**config.mk**
```make
export PLATFORM = sky130hd
export DESIGN_NAME = image_header_size_sniffer_top
export DESIGN_NICKNAME = d
export VERILOG_FILES = /design/src/rtl/ihss_pkg.sv /design/src/rtl/ihss_jpeg_walker.sv /design/src/rtl/image_header_size_sniffer_top.sv
export SDC_FILE = /design/constraint.sdc
export NUM_CORES = 1
export LEC_CHECK = 0
export BUFFER_PORTS_ARGS = -buffer_cell sky130_fd_sc_hd__buf_2
export CORE_MARGIN = 3
export CORE_UTILIZATION = 50
export CTS_CLUSTER_DIAMETER = 80
export CTS_CLUSTER_SIZE = 8
export DETAILED_ROUTE_END_ITERATION = 12
export PLACE_DENSITY = 0.77
export REMOVE_ABC_BUFFERS = 1
export SLEW_MARGIN = 10
export SYNTH_ARGS = -nofsm -noshare
export SYNTH_HDL_FRONTEND = slang
export SYNTH_SLANG_ARGS = --single-unit
export TNS_END_PERCENT = 20
```
**constraint.sdc**
```tcl
create_clock -name clk_i -period 4.2 [get_ports clk_i]
set_input_delay 0.84 -clock clk_i [delete_from_list [all_inputs] [get_ports clk_i]]
set_output_delay 0.84 -clock clk_i [all_outputs]
set_load 0.02 [all_outputs]
```
**src/rtl/ihss_pkg.sv**
```systemverilog
// Shared types and constants for the image header size sniffer.
// Used by ihss_jpeg_walker and image_header_size_sniffer_top; no dependencies.
package ihss_pkg;

  // Number of leading file bytes kept for type and dimension checks (30).
  localparam int unsigned HeaderBytes = 30;
  // Counter wide enough to hold HeaderBytes itself, index wide enough to address it.
  localparam int unsigned CountW = $clog2(HeaderBytes + 1);
  localparam int unsigned IndexW = $clog2(HeaderBytes);

  // Marker and signature bytes
  localparam logic [7:0] ByteFf   = 8'hFF;
  localparam logic [7:0] ByteSoi  = 8'hD8;
  localparam logic [7:0] MarkSof0 = 8'hC0;
  localparam logic [7:0] MarkSof2 = 8'hC2;

  // File kind codes
  typedef enum logic [1:0] {
    KindUnknown = 2'd0,
    KindJpeg    = 2'd1,
    KindPng     = 2'd2,
    KindWebp    = 2'd3
  } kind_e;

  // Input beat: one file byte plus end-of-file flag
  typedef struct packed {
    logic [7:0] data_byte;
    logic       last_byte;
  } in_beat_t;

  // Output beat: one result per file
  typedef struct packed {
    logic [1:0]  image_kind;
    logic [31:0] width;
    logic [31:0] height;
    logic        dims_valid;
  } out_beat_t;

  // Dimensions captured by the JPEG walker
  typedef struct packed {
    logic        found;
    logic [15:0] width;
    logic [15:0] height;
  } jpeg_dims_t;

endpackage

```
**src/rtl/ihss_jpeg_walker.sv**
```systemverilog
// JPEG segment walker: follows marker segments and captures SOF0/SOF2 size.
// Depends on ihss_pkg.
module ihss_jpeg_walker (
  input  logic               clk_i,
  input  logic               rst_ni,
  input  logic               step_i,   // walk this byte
  input  logic               clear_i,  // end of file, back to reset after this byte
  input  logic [7:0]         data_i,
  output ihss_pkg::jpeg_dims_t dims_o  // dimensions including this byte
);
  import ihss_pkg::*;

  typedef enum logic [2:0] {
    PhFf     = 3'd0,
    PhMarker = 3'd1,
    PhLenHi  = 3'd2,
    PhLenLo  = 3'd3,
    PhSkip   = 3'd4,
    PhSof    = 3'd5,
    PhStop   = 3'd6
  } phase_e;

  phase_e      phase_q, phase_d, phase_w;
  logic [15:0] rem_q, rem_d, rem_w;
  logic [15:0] height_q, height_d, height_w;
  logic [15:0] width_q, width_d, width_w;
  logic        found_q, found_d, found_w;
  logic [15:0] seg_len;
  logic [15:0] rem_dec;

  assign seg_len = rem_q | {8'h00, data_i};
  assign rem_dec = rem_q - 16'd1;

  // One walker step on the current byte
  always_comb begin
    phase_w  = phase_q;
    rem_w    = rem_q;
    height_w = height_q;
    width_w  = width_q;
    found_w  = found_q;
    if (step_i) begin
      case (phase_q)
        PhFf: begin
          phase_w = (data_i == ByteFf) ? PhMarker : PhStop;
        end
        PhMarker: begin
          if (data_i == MarkSof0 || data_i == MarkSof2) begin
            rem_w   = 16'd0;
            phase_w = PhSof;
          end else begin
            phase_w = PhLenHi;
          end
        end
        PhLenHi: begin
          rem_w   = {data_i, 8'h00};
          phase_w = PhLenLo;
        end
        PhLenLo: begin
          if (seg_len[15:1] == 15'd0) begin
            phase_w = PhStop;
          end else if (seg_len == 16'd2) begin
            phase_w = PhFf;
          end else begin
            rem_w   = seg_len - 16'd2;
            phase_w = PhSkip;
          end
        end
        PhSkip: begin
          rem_w = rem_dec;
          if (rem_dec == 16'd0) begin
            phase_w = PhFf;
          end
        end
        PhSof: begin
          // offsets 3,4 height; 5,6 width (big endian)
          case (rem_q)
            16'd3: height_w = {data_i, 8'h00};
            16'd4: height_w = height_q | {8'h00, data_i};
            16'd5: width_w  = {data_i, 8'h00};
            16'd6: begin
              width_w = width_q | {8'h00, data_i};
              found_w = 1'b1;
              phase_w = PhStop;
            end
            default: ;
          endcase
          rem_w = rem_q + 16'd1;
        end
        default: ;  // stopped, or spare code
      endcase
    end
  end

  // End of file returns everything to reset
  always_comb begin
    if (clear_i) begin
      phase_d  = PhFf;
      rem_d    = 16'd0;
      height_d = 16'd0;
      width_d  = 16'd0;
      found_d  = 1'b0;
    end else begin
      phase_d  = phase_w;
      rem_d    = rem_w;
      height_d = height_w;
      width_d  = width_w;
      found_d  = found_w;
    end
  end

  assign dims_o.found  = found_w;
  assign dims_o.width  = width_w;
  assign dims_o.height = height_w;

  always_ff @(posedge clk_i or negedge rst_ni) begin
    if (!rst_ni) begin
      phase_q  <= PhFf;
      rem_q    <= 16'd0;
      height_q <= 16'd0;
      width_q  <= 16'd0;
      found_q  <= 1'b0;
    end else begin
      phase_q  <= phase_d;
      rem_q    <= rem_d;
      height_q <= height_d;
      width_q  <= width_d;
      found_q  <= found_d;
    end
  end

  // Inside an SOF segment the index never passes the last width byte
  assert property (@(posedge clk_i) disable iff (!rst_ni)
    (phase_q == PhSof) |-> (rem_q <= 16'd6))
    else $error("SOF index out of range");

endmodule

```
**src/rtl/image_header_size_sniffer_top.sv**
```systemverilog
// Top level of the image header size sniffer: handshake, header store, result.
// Depends on ihss_pkg and ihss_jpeg_walker.

// Takes an image file one byte per beat, last_byte set on the final byte, and
// gives one result per file: the kind (JPEG, PNG, WebP or unknown) and, where
// found, width and height. A byte is taken every cycle; the result appears in
// the output register on the cycle after the final byte is accepted, and the
// next file may start right behind it. The input stalls only while a result
// sits in the output register and the receiver stalls it. The first
// HeaderBytes bytes are kept in flip-flops for the PNG and WebP checks; JPEG
// sizes come from a segment walker that follows the whole file.
module image_header_size_sniffer_top (
  input  logic                clk_i,
  input  logic                rst_ni,
  input  logic                in_valid_i,
  output logic                in_stall_o,
  input  ihss_pkg::in_beat_t  in_data_i,
  output logic                out_valid_o,
  input  logic                out_stall_i,
  output ihss_pkg::out_beat_t out_data_o
);
  import ihss_pkg::*;

  logic              in_accept;
  logic              walk_step;
  logic              file_end;
  logic [7:0]        hdr_q [HeaderBytes];
  logic [7:0]        hv [HeaderBytes];
  logic [CountW-1:0] count_q, count_d, n_bytes;
  jpeg_dims_t        jdims;
  out_beat_t         res;
  out_beat_t         out_q;
  logic              out_valid_q, out_valid_d;

  assign in_accept  = in_valid_i && !in_stall_o;
  assign in_stall_o = out_valid_q && out_stall_i;
  assign file_end   = in_accept && in_data_i.last_byte;
  assign walk_step  = in_accept && (count_q >= CountW'(2));

  ihss_jpeg_walker u_walker (
    .clk_i   (clk_i),
    .rst_ni  (rst_ni),
    .step_i  (walk_step),
    .clear_i (file_end),
    .data_i  (in_data_i.data_byte),
    .dims_o  (jdims)
  );

  // Header store fill
  always_ff @(posedge clk_i) begin
    if (in_accept && count_q < CountW'(HeaderBytes)) begin
      hdr_q[count_q[IndexW-1:0]] <= in_data_i.data_byte;
    end
  end

  // Bytes seen including this beat, saturating at the store size
  assign n_bytes = (count_q < CountW'(HeaderBytes)) ? count_q + CountW'(1) : count_q;

  always_comb begin
    count_d = count_q;
    if (file_end) begin
      count_d = '0;
    end else if (in_accept) begin
      count_d = n_bytes;
    end
  end

  // Store contents as seen with the current byte merged in
  always_comb begin
    for (int i = 0; i < HeaderBytes; i++) begin
      hv[i] = (count_q == CountW'(i)) ? in_data_i.data_byte : hdr_q[i];
    end
  end

  // File kind and dimensions
  always_comb begin
    logic is_jpeg, is_png, is_webp;
    logic tag_vp8, tag_vp8l, tag_vp8x;
    res = '0;
    res.image_kind = KindUnknown;
    is_jpeg = (n_bytes >= CountW'(2)) && hv[0] == ByteFf && hv[1] == ByteSoi;
    is_png  = (n_bytes >= CountW'(8)) &&
              hv[0] == 8'h89 && hv[1] == 8'h50 && hv[2] == 8'h4E && hv[3] == 8'h47 &&
              hv[4] == 8'h0D && hv[5] == 8'h0A && hv[6] == 8'h1A && hv[7] == 8'h0A;
    // "RIFF" .... "WEBP"
    is_webp = (n_bytes >= CountW'(12)) &&
              hv[0] == 8'h52 && hv[1] == 8'h49 && hv[2] == 8'h46 && hv[3] == 8'h46 &&
              hv[8] == 8'h57 && hv[9] == 8'h45 && hv[10] == 8'h42 && hv[11] == 8'h50;
    // "VP8" then ' ', 'L' or 'X'
    tag_vp8  = hv[12] == 8'h56 && hv[13] == 8'h50 && hv[14] == 8'h38 && hv[15] == 8'h20;
    tag_vp8l = hv[12] == 8'h56 && hv[13] == 8'h50 && hv[14] == 8'h38 && hv[15] == 8'h4C;
    tag_vp8x = hv[12] == 8'h56 && hv[13] == 8'h50 && hv[14] == 8'h38 && hv[15] == 8'h58;
    if (is_jpeg) begin
      res.image_kind = KindJpeg;
      if (jdims.found) begin
        res.width      = {16'h0000, jdims.width};
        res.height     = {16'h0000, jdims.height};
        res.dims_valid = 1'b1;
      end
    end else if (is_png) begin
      res.image_kind = KindPng;
      if (n_bytes >= CountW'(24)) begin
        res.width      = {hv[16], hv[17], hv[18], hv[19]};
        res.height     = {hv[20], hv[21], hv[22], hv[23]};
        res.dims_valid = 1'b1;
      end
    end else if (is_webp) begin
      res.image_kind = KindWebp;
      if (n_bytes >= CountW'(30)) begin
        if (tag_vp8) begin
          res.width      = {18'h0, hv[27][5:0], hv[26]};
          res.height     = {18'h0, hv[29][5:0], hv[28]};
          res.dims_valid = 1'b1;
        end else if (tag_vp8l) begin
          res.width      = 32'({hv[22][5:0], hv[21]}) + 32'd1;
          res.height     = 32'({hv[24][3:0], hv[23], hv[22][7:6]}) + 32'd1;
          res.dims_valid = 1'b1;
        end else if (tag_vp8x) begin
          res.width      = 32'({hv[26], hv[25], hv[24]}) + 32'd1;
          res.height     = 32'({hv[29], hv[28], hv[27]}) + 32'd1;
          res.dims_valid = 1'b1;
        end
      end
    end
  end

  // Result register: loads on the final byte, drains when not stalled
  always_comb begin
    out_valid_d = out_valid_q && out_stall_i;
    if (file_end) begin
      out_valid_d = 1'b1;
    end
  end

  always_ff @(posedge clk_i) begin
    if (file_end) begin
      out_q <= res;
    end
  end

  always_ff @(posedge clk_i or negedge rst_ni) begin
    if (!rst_ni) begin
      count_q     <= '0;
      out_valid_q <= 1'b0;
    end else begin
      count_q     <= count_d;
      out_valid_q <= out_valid_d;
    end
  end

  assign out_valid_o = out_valid_q;
  assign out_data_o  = out_q;

  // A new result only follows an accepted final byte
  assert property (@(posedge clk_i) disable iff (!rst_ni)
    $rose(out_valid_q) |-> $past(file_end))
    else $error("result without final byte");

  // Fill count never passes the store size
  assert property (@(posedge clk_i) disable iff (!rst_ni)
    count_q <= CountW'(HeaderBytes))
    else $error("header count overflow");

  // Each file starts from an empty header store
  assert property (@(posedge clk_i) disable iff (!rst_ni)
    file_end |=> (count_q == '0 && out_valid_q))
    else $error("state not cleared after final byte");

endmodule

```
After elaboration in Yosys (flattened, before gate mapping):

Memory sizes are Yosys's and may differ from the RTL's.
Cells that the tools add are included.

* bits of input ports: 13
* register bits: 125
* memories kept: 1
* logic and storage cells: 213
* output and inout port bits: 69
* RAM bits: 240

Memory list
* hdr_q: depth 30, bits a word 8, read ports 30, clocked after memory_dff 0, wr ports 1, RTL line image_header_size_sniffer_top.sv:27 `logic [7:0] hdr_q [HeaderBytes];`

* $add $sub $neg: 8
* $lt $le $gt $ge: 7
* bitwise operators: 3
* equality and inequality tests: 71
* multiplexer cells: 72
* reduce and logical (&&, ||, !) cells: 40

Operators by type and width (count)
* 2-to-1 mux 8 bit: 30
* 2-to-1 mux 58 bit: 4
* 2-to-1 mux 16 bit: 11
* 2-to-1 mux 67 bit: 2
* 2-to-1 mux 65 bit: 2
* == test 8 x 7 -> 1 bit (second input constant): 15
* one-hot mux 16 bit (5 select lines): 1
* == test 5 bit (second input constant): 14
* one-hot mux 16 bit (2 select lines): 2
* adder 24 x 1 -> 25 bit (second input constant): 2
* 2-to-1 mux 49 bit: 1
* == test 16 x 3 -> 1 bit (second input constant): 3
* == test 8 bit (second input constant): 6
* bitwise OR 16 x 8 -> 16 bit: 3
* == test 5 x 4 -> 1 bit (second input constant): 8
* == test 16 x 2 -> 1 bit (second input constant): 2
* adder 14 x 1 -> 15 bit (second input constant): 2
* logical AND 1 bit: 28
* == test 8 x 4 -> 1 bit (second input constant): 3
* 2-to-1 mux 3 bit: 8
* == test 5 x 3 -> 1 bit (second input constant): 4
* one-hot mux 3 bit (6 select lines): 1
* adder 16 x 1 -> 16 bit (second input constant): 1
* == test 8 x 6 -> 1 bit (second input constant): 2
* 28 further kinds: 46

Logic depth before layout (Yosys ltp):

* depth in word-level cells: 14
* gate-level depth with buffers: 17

By module:

From an unflattened synthesis, not the netlist that was laid out.

* cell total of the unflattened synthesis: 1779
* area, all modules: 19675.1 um2

Modules (own cells, without submodules)
* image_header_size_sniffer_top: area an instance 15793.9 um2, cells each 1279, instances 1
* ihss_jpeg_walker: area an instance 3881.2 um2, cells each 500, instances 1

Least setup slack after synthesis:

OpenSTA, ideal clock, no wires.

* path type: input port to flip-flop
* from: input port out_stall_i
* to: register out_q (netlist bit out_data_o[0]), enable pin
* buffers on the path: 3
* required time: 3.742 ns
* slack: -0.255 ns
* library setup time: 0.458 ns
* stages: 7
* arrival time: 3.997 ns
* cells stage by stage: and2_1 nor2b_1 clkbuf_1 nand2_1 inv_1 clkbuf_1 clkbuf_1

* cells in the longest elaborated chain, start to end: 4

RTL lines
* from (decl): RTL line image_header_size_sniffer_top.sv:19 `input logic out_stall_i,`
* logical AND 1 bit: RTL line image_header_size_sniffer_top.sv:36 `assign in_stall_o = out_valid_q && out_stall_i;`
* zero test 1 bit: RTL line image_header_size_sniffer_top.sv:35 `assign in_accept = in_valid_i && !in_stall_o;`
* logical AND 1 bit: RTL line image_header_size_sniffer_top.sv:35
* logical AND 1 bit: RTL line image_header_size_sniffer_top.sv:37 `assign file_end = in_accept && in_data_i.last_byte;`
* net file_end: RTL line image_header_size_sniffer_top.sv:26 `logic file_end;`
* to (signal assigned): RTL line image_header_size_sniffer_top.sv:137 `out_q <= res;`
* to (decl): RTL line image_header_size_sniffer_top.sv:32 `out_beat_t out_q;`

The timed path passes the listed nets, and every way through them passes these cells.
A chain may end at the register's enable or synchronous reset.

Final worst setup path:

* from: register count_q[4]
* to: register out_q (netlist bit out_data_o[25]), data pin

* cells in the longest elaborated chain, start to end: 14

RTL lines
* from (decl): RTL line image_header_size_sniffer_top.sv:29 `logic [CountW-1:0] count_q, count_d, n_bytes;`
* from (signal assigned): RTL line image_header_size_sniffer_top.sv:146 `count_q <= count_d;`
* parallel branches: the longest is 13 deep, another holds adder 24 x 1 -> 25 bit
* 2-to-1 mux 65 bit (*): RTL line image_header_size_sniffer_top.sv:93 `if (is_jpeg) begin`

Mark *: on every way between the ends.

==> results.sh <==
export IMPL_ys_flop_type="edfxtp_1"
export IMPL_reg2reg_to="out_data_o[25]"
export IMPL_min_path_type="input pin to asynchronous set/reset pin"
export IMPL_rsz0062_at_grt="no"
export IMPL_grt_start_max_net_pins=102
export IMPL_numCtsBuffers=51
export IMPL_startpoint_type="register"
export IMPL_setup_viol=0
export IMPL_drt_antenna_violating_nets=0
export IMPL_start_util=0.5082
export IMPL_fin_crit_sh=0.9337
export IMPL_finalPower_mw=9.801
export IMPL_endpoint_kind="register"
export IMPL_drive_gt1_frac=0.1550
export IMPL_core_sq_um=37670
export IMPL_clk_latency_ps=590
export IMPL_io_buffers=81
export IMPL_ir_drop_mv=0.2869
export IMPL_cts_hold_fix_buffers=0
export IMPL_ys_types=80
export IMPL_rows=71
export IMPL_die_y_microns=201.7
export IMPL_die_width_microns=201.7
export IMPL_async_flop_share=0.1589
export IMPL_min_period_ps=3922
export IMPL_drc=0
export IMPL_grt_pass1_wl_microns=90080
export IMPL_r2r_start="count_q[4]"
export IMPL_io_pins=82
export IMPL_place_congestion=1.033
export IMPL_synth_area_sq_um=19140
export IMPL_maxCapViolations=0
export IMPL_cts_max_level=2
export IMPL_fin_ws_ps=278.4
export IMPL_place_ws_ps=269.1
export IMPL_layout_nets=1865
export IMPL_fin_area_sq_um=22060
export IMPL_crit_end="out_data_o[25]"
export IMPL_crit_type="register to register"
export IMPL_clock_sinks=365
export IMPL_ys_seq_elements=365
export IMPL_cp_arrival_ps=4340
export IMPL_firstDrtPassIters=8
export IMPL_die_area_sq_um=40660
export IMPL_postSynthAreaPerCell_sq_um=11.17
export IMPL_fin_worst_skew_ps=17.37
export IMPL_multiInputGateArea_sq_um=7843
export IMPL_r2r_slack_ps=280
export IMPL_hold_viol=0
export IMPL_root_buffer="clkbuf_16"
export IMPL_cts_tree="done"
export IMPL_antenna_found_initial=1
export IMPL_synth_edf_count=307
export IMPL_grt_overflow_total=0
export IMPL_worstPathMaxFanout=16
export IMPL_ys_seq_area_frac=0.5575
export IMPL_seq_area_sq_um=10670
export IMPL_dpl_hpwl_microns=40090
export IMPL_fmax_mhz=255.0
export IMPL_worstMarginPinSlew_ps=1086
export IMPL_postSynthCellCount=1713
export IMPL_fillers=3104
export IMPL_status="completed"
export IMPL_clk_pin_slew_ps=60
export IMPL_clockBufferDepth=3
export IMPL_dpl_instance_area_sq_um=20570
export IMPL_critPathLaunch="count_q[4]"
export IMPL_grtUsageTotal=0.2857
export IMPL_wl_microns=59130
export IMPL_required_ps=4620
export IMPL_num_vias=15550
export IMPL_wl_per_cell_microns=24.74
export IMPL_yosys_warnings=0
export IMPL_leakage_nw=8.175
export IMPL_p_per_area_nw_per_um2=444.2
export IMPL_grt_pass1_vias=14960
export IMPL_area_growth_pct=15.28
export IMPL_drt_iter0_markers=1990
export IMPL_rr_worst_depth=11
export IMPL_drv_slew=0
export IMPL_relSlewSlack=0.2706
export IMPL_viasPerCell=6.505
-- metal layers --
| metal | vias to the layer above | global-route usage | share of wire |
|---|---|---|---|
| met5 | - | 0 | 0 |
| met3 | 188 | 0.05129 | 0.098 |
| li1 | 6815 | - | - |
| met2 | 932 | 0.4404 | 0.45 |
| met4 | 0 | 0.1191 | 0.042 |
| met1 | 7611 | 0.4023 | 0.41 |
-- layout make-up --
cell class                      count  share of cell area
Timing Repair Buffer              200             0.05999
Clock buffer                       91             0.06464
Inverter                           26            0.004536
Clock inverter                      4            0.002722
Multi-Input combinational cell   1192              0.3554
Tap cell                          511             0.02898
Sequential cell                   365              0.4836
Antenna cell                        1           0.0001134
-- cells by family (layout without fill, tap and decap cells) --
logic type               count (synthesis)  after routing  share of synthesized area
AO/OA/AOI/OAI                          366            366                     0.1290
XOR/XNOR                                87             87                    0.03981
buffers and inverters                  156            321                    0.03366
flip-flops                             365            365                     0.5575
adder cells (fa/ha/maj)                 16             16                    0.01046
AND/OR/NAND/NOR                        601            601                     0.1648
multiplexers                           122            122                    0.06485
other                                    0              1                          0
-- state kept, by name, summed over array words and instances, names as in the netlist --
| signal | cells |
|---|---|
| out_data_o | 67 |
| u_walker.height_q | 16 |
| u_walker.phase_q | 3 |
| u_walker.found_q | 1 |
| hdr_q | 240 |
| u_walker.rem_q | 16 |
| out_valid_o | 1 |
| u_walker.width_q | 16 |
| count_q | 5 |
-- worst min-delay path by stage --
| stage | from | endpoint | slack, ps |
|---|---|---|---|
| 4_1_cts | rst_ni | u_walker.height_q[11] | 400 |
| 3_5_place_dp | u_walker.width_q[11] | u_walker.width_q[11] | 510 |
| 3_3_place_gp | u_walker.height_q[13] | u_walker.height_q[13] | 500 |
| 5_1_grt | rst_ni | u_walker.height_q[12] | 450 |
| 2_1_floorplan | u_walker.found_q | u_walker.found_q | 470 |
| 6_report | rst_ni | u_walker.height_q[12] | 410 |
-- cell usage after synthesis, types with 9 or more instances --
library cell	instances	area share
a211oi_1	9	0.0035
a21oi_1	61	0.016
a221oi_1	11	0.0050
a22oi_1	33	0.013
a31oi_1	12	0.0039
and2_1	9	0.0029
and3_1	23	0.0075
buf_1	13	0.0025
buf_2	22	0.0058
clkbuf_1	89	0.017
dfrtp_1	58	0.076
edfxtp_1	307	0.48
ha_1	16	0.010
inv_1	25	0.0049
mux2_2	16	0.0094
mux2i_1	106	0.055
nand2_1	123	0.024
nand2b_1	24	0.0078
nand3_1	49	0.013
nand4_1	23	0.0075
nand4b_1	11	0.0050
nor2_1	152	0.030
nor3_1	62	0.016
nor3b_1	9	0.0035
nor4_1	35	0.011
nor4b_1	11	0.0050
nor4bb_1	12	0.0063
o211ai_1	9	0.0035
o21ai_0	70	0.018
o21ai_1	11	0.0029
o221ai_1	13	0.0059
o22a_1	25	0.011
o22ai_1	41	0.013
or3_1	10	0.0033
or4_1	10	0.0039
xnor2_1	56	0.026
xor2_1	31	0.014
-- stage by stage --
step                      TNS (ps)  hold slack [ps]  cells    util
after global placement           0            500.7   2294  0.5461
after floorplan              -7931            466.6   1583       -
final                            0            408.7   2390  0.5858
after global routing             0            449.3   2390  0.5858
after detailed placement         0            510.5   2294  0.5461
after CTS                        0            401.8   2389  0.5856
-- power by group --
part,switching [mW],internal (mW),total (mW)
registers,0.175,4.08,4.25
logic,1.12,0.618,1.73
clock network,1.53,2.28,3.81
-- layout by cell type (no fill, tap or decap), types with 10 or more instances in the layout --
| cell type | synthesis | routed |
|---|---|---|
| nand3_1 | 49 | 49 |
| inv_1 | 25 | 24 |
| nand4_1 | 23 | 23 |
| o21ai_1 | 11 | 10 |
| nor4_1 | 35 | 35 |
| nand2b_1 | 24 | 24 |
| buf_4 | 2 | 117 |
| a221oi_1 | 11 | 11 |
| nor2_1 | 152 | 152 |
| nand2_1 | 123 | 123 |
| and3_1 | 23 | 23 |
| xor2_1 | 31 | 31 |
| nor3_1 | 62 | 62 |
| or4_1 | 10 | 10 |
| o221ai_1 | 13 | 13 |
| xnor2_1 | 56 | 56 |
| o21ai_0 | 70 | 70 |
| a21oi_1 | 61 | 61 |
| clkbuf_1 | 89 | 40 |
| nor4bb_1 | 12 | 12 |
| o22a_1 | 25 | 25 |
| or3_1 | 10 | 10 |
| dfrtp_1 | 58 | 58 |
| a22oi_1 | 33 | 33 |
| buf_2 | 22 | 81 |
| mux2i_1 | 106 | 106 |
| a31oi_1 | 12 | 12 |
| edfxtp_1 | 307 | 307 |
| o22ai_1 | 41 | 41 |
| ha_1 | 16 | 16 |
| mux2_2 | 16 | 16 |
| nand4b_1 | 11 | 11 |
| clkbuf_16 | 0 | 51 |
-- worst max-delay path, stage by stage (launching register included) --
cell and delay (ps):
dfrtp_1 690, buf_4 270, nand4b_1 320, mux2i_1 240
inv_1 150, ha_1 320, nand2_1 80, o31ai_1 400
nor4b_2 430, buf_4 210, or4bb_1 480, o22ai_1 150
-- timing repair --
item                       CTS  global route
setup buffers                0             0
setup endpoints to repair    0             1
resized for setup            0             1
Note: power is estimated with default switching activity, not from simulation.
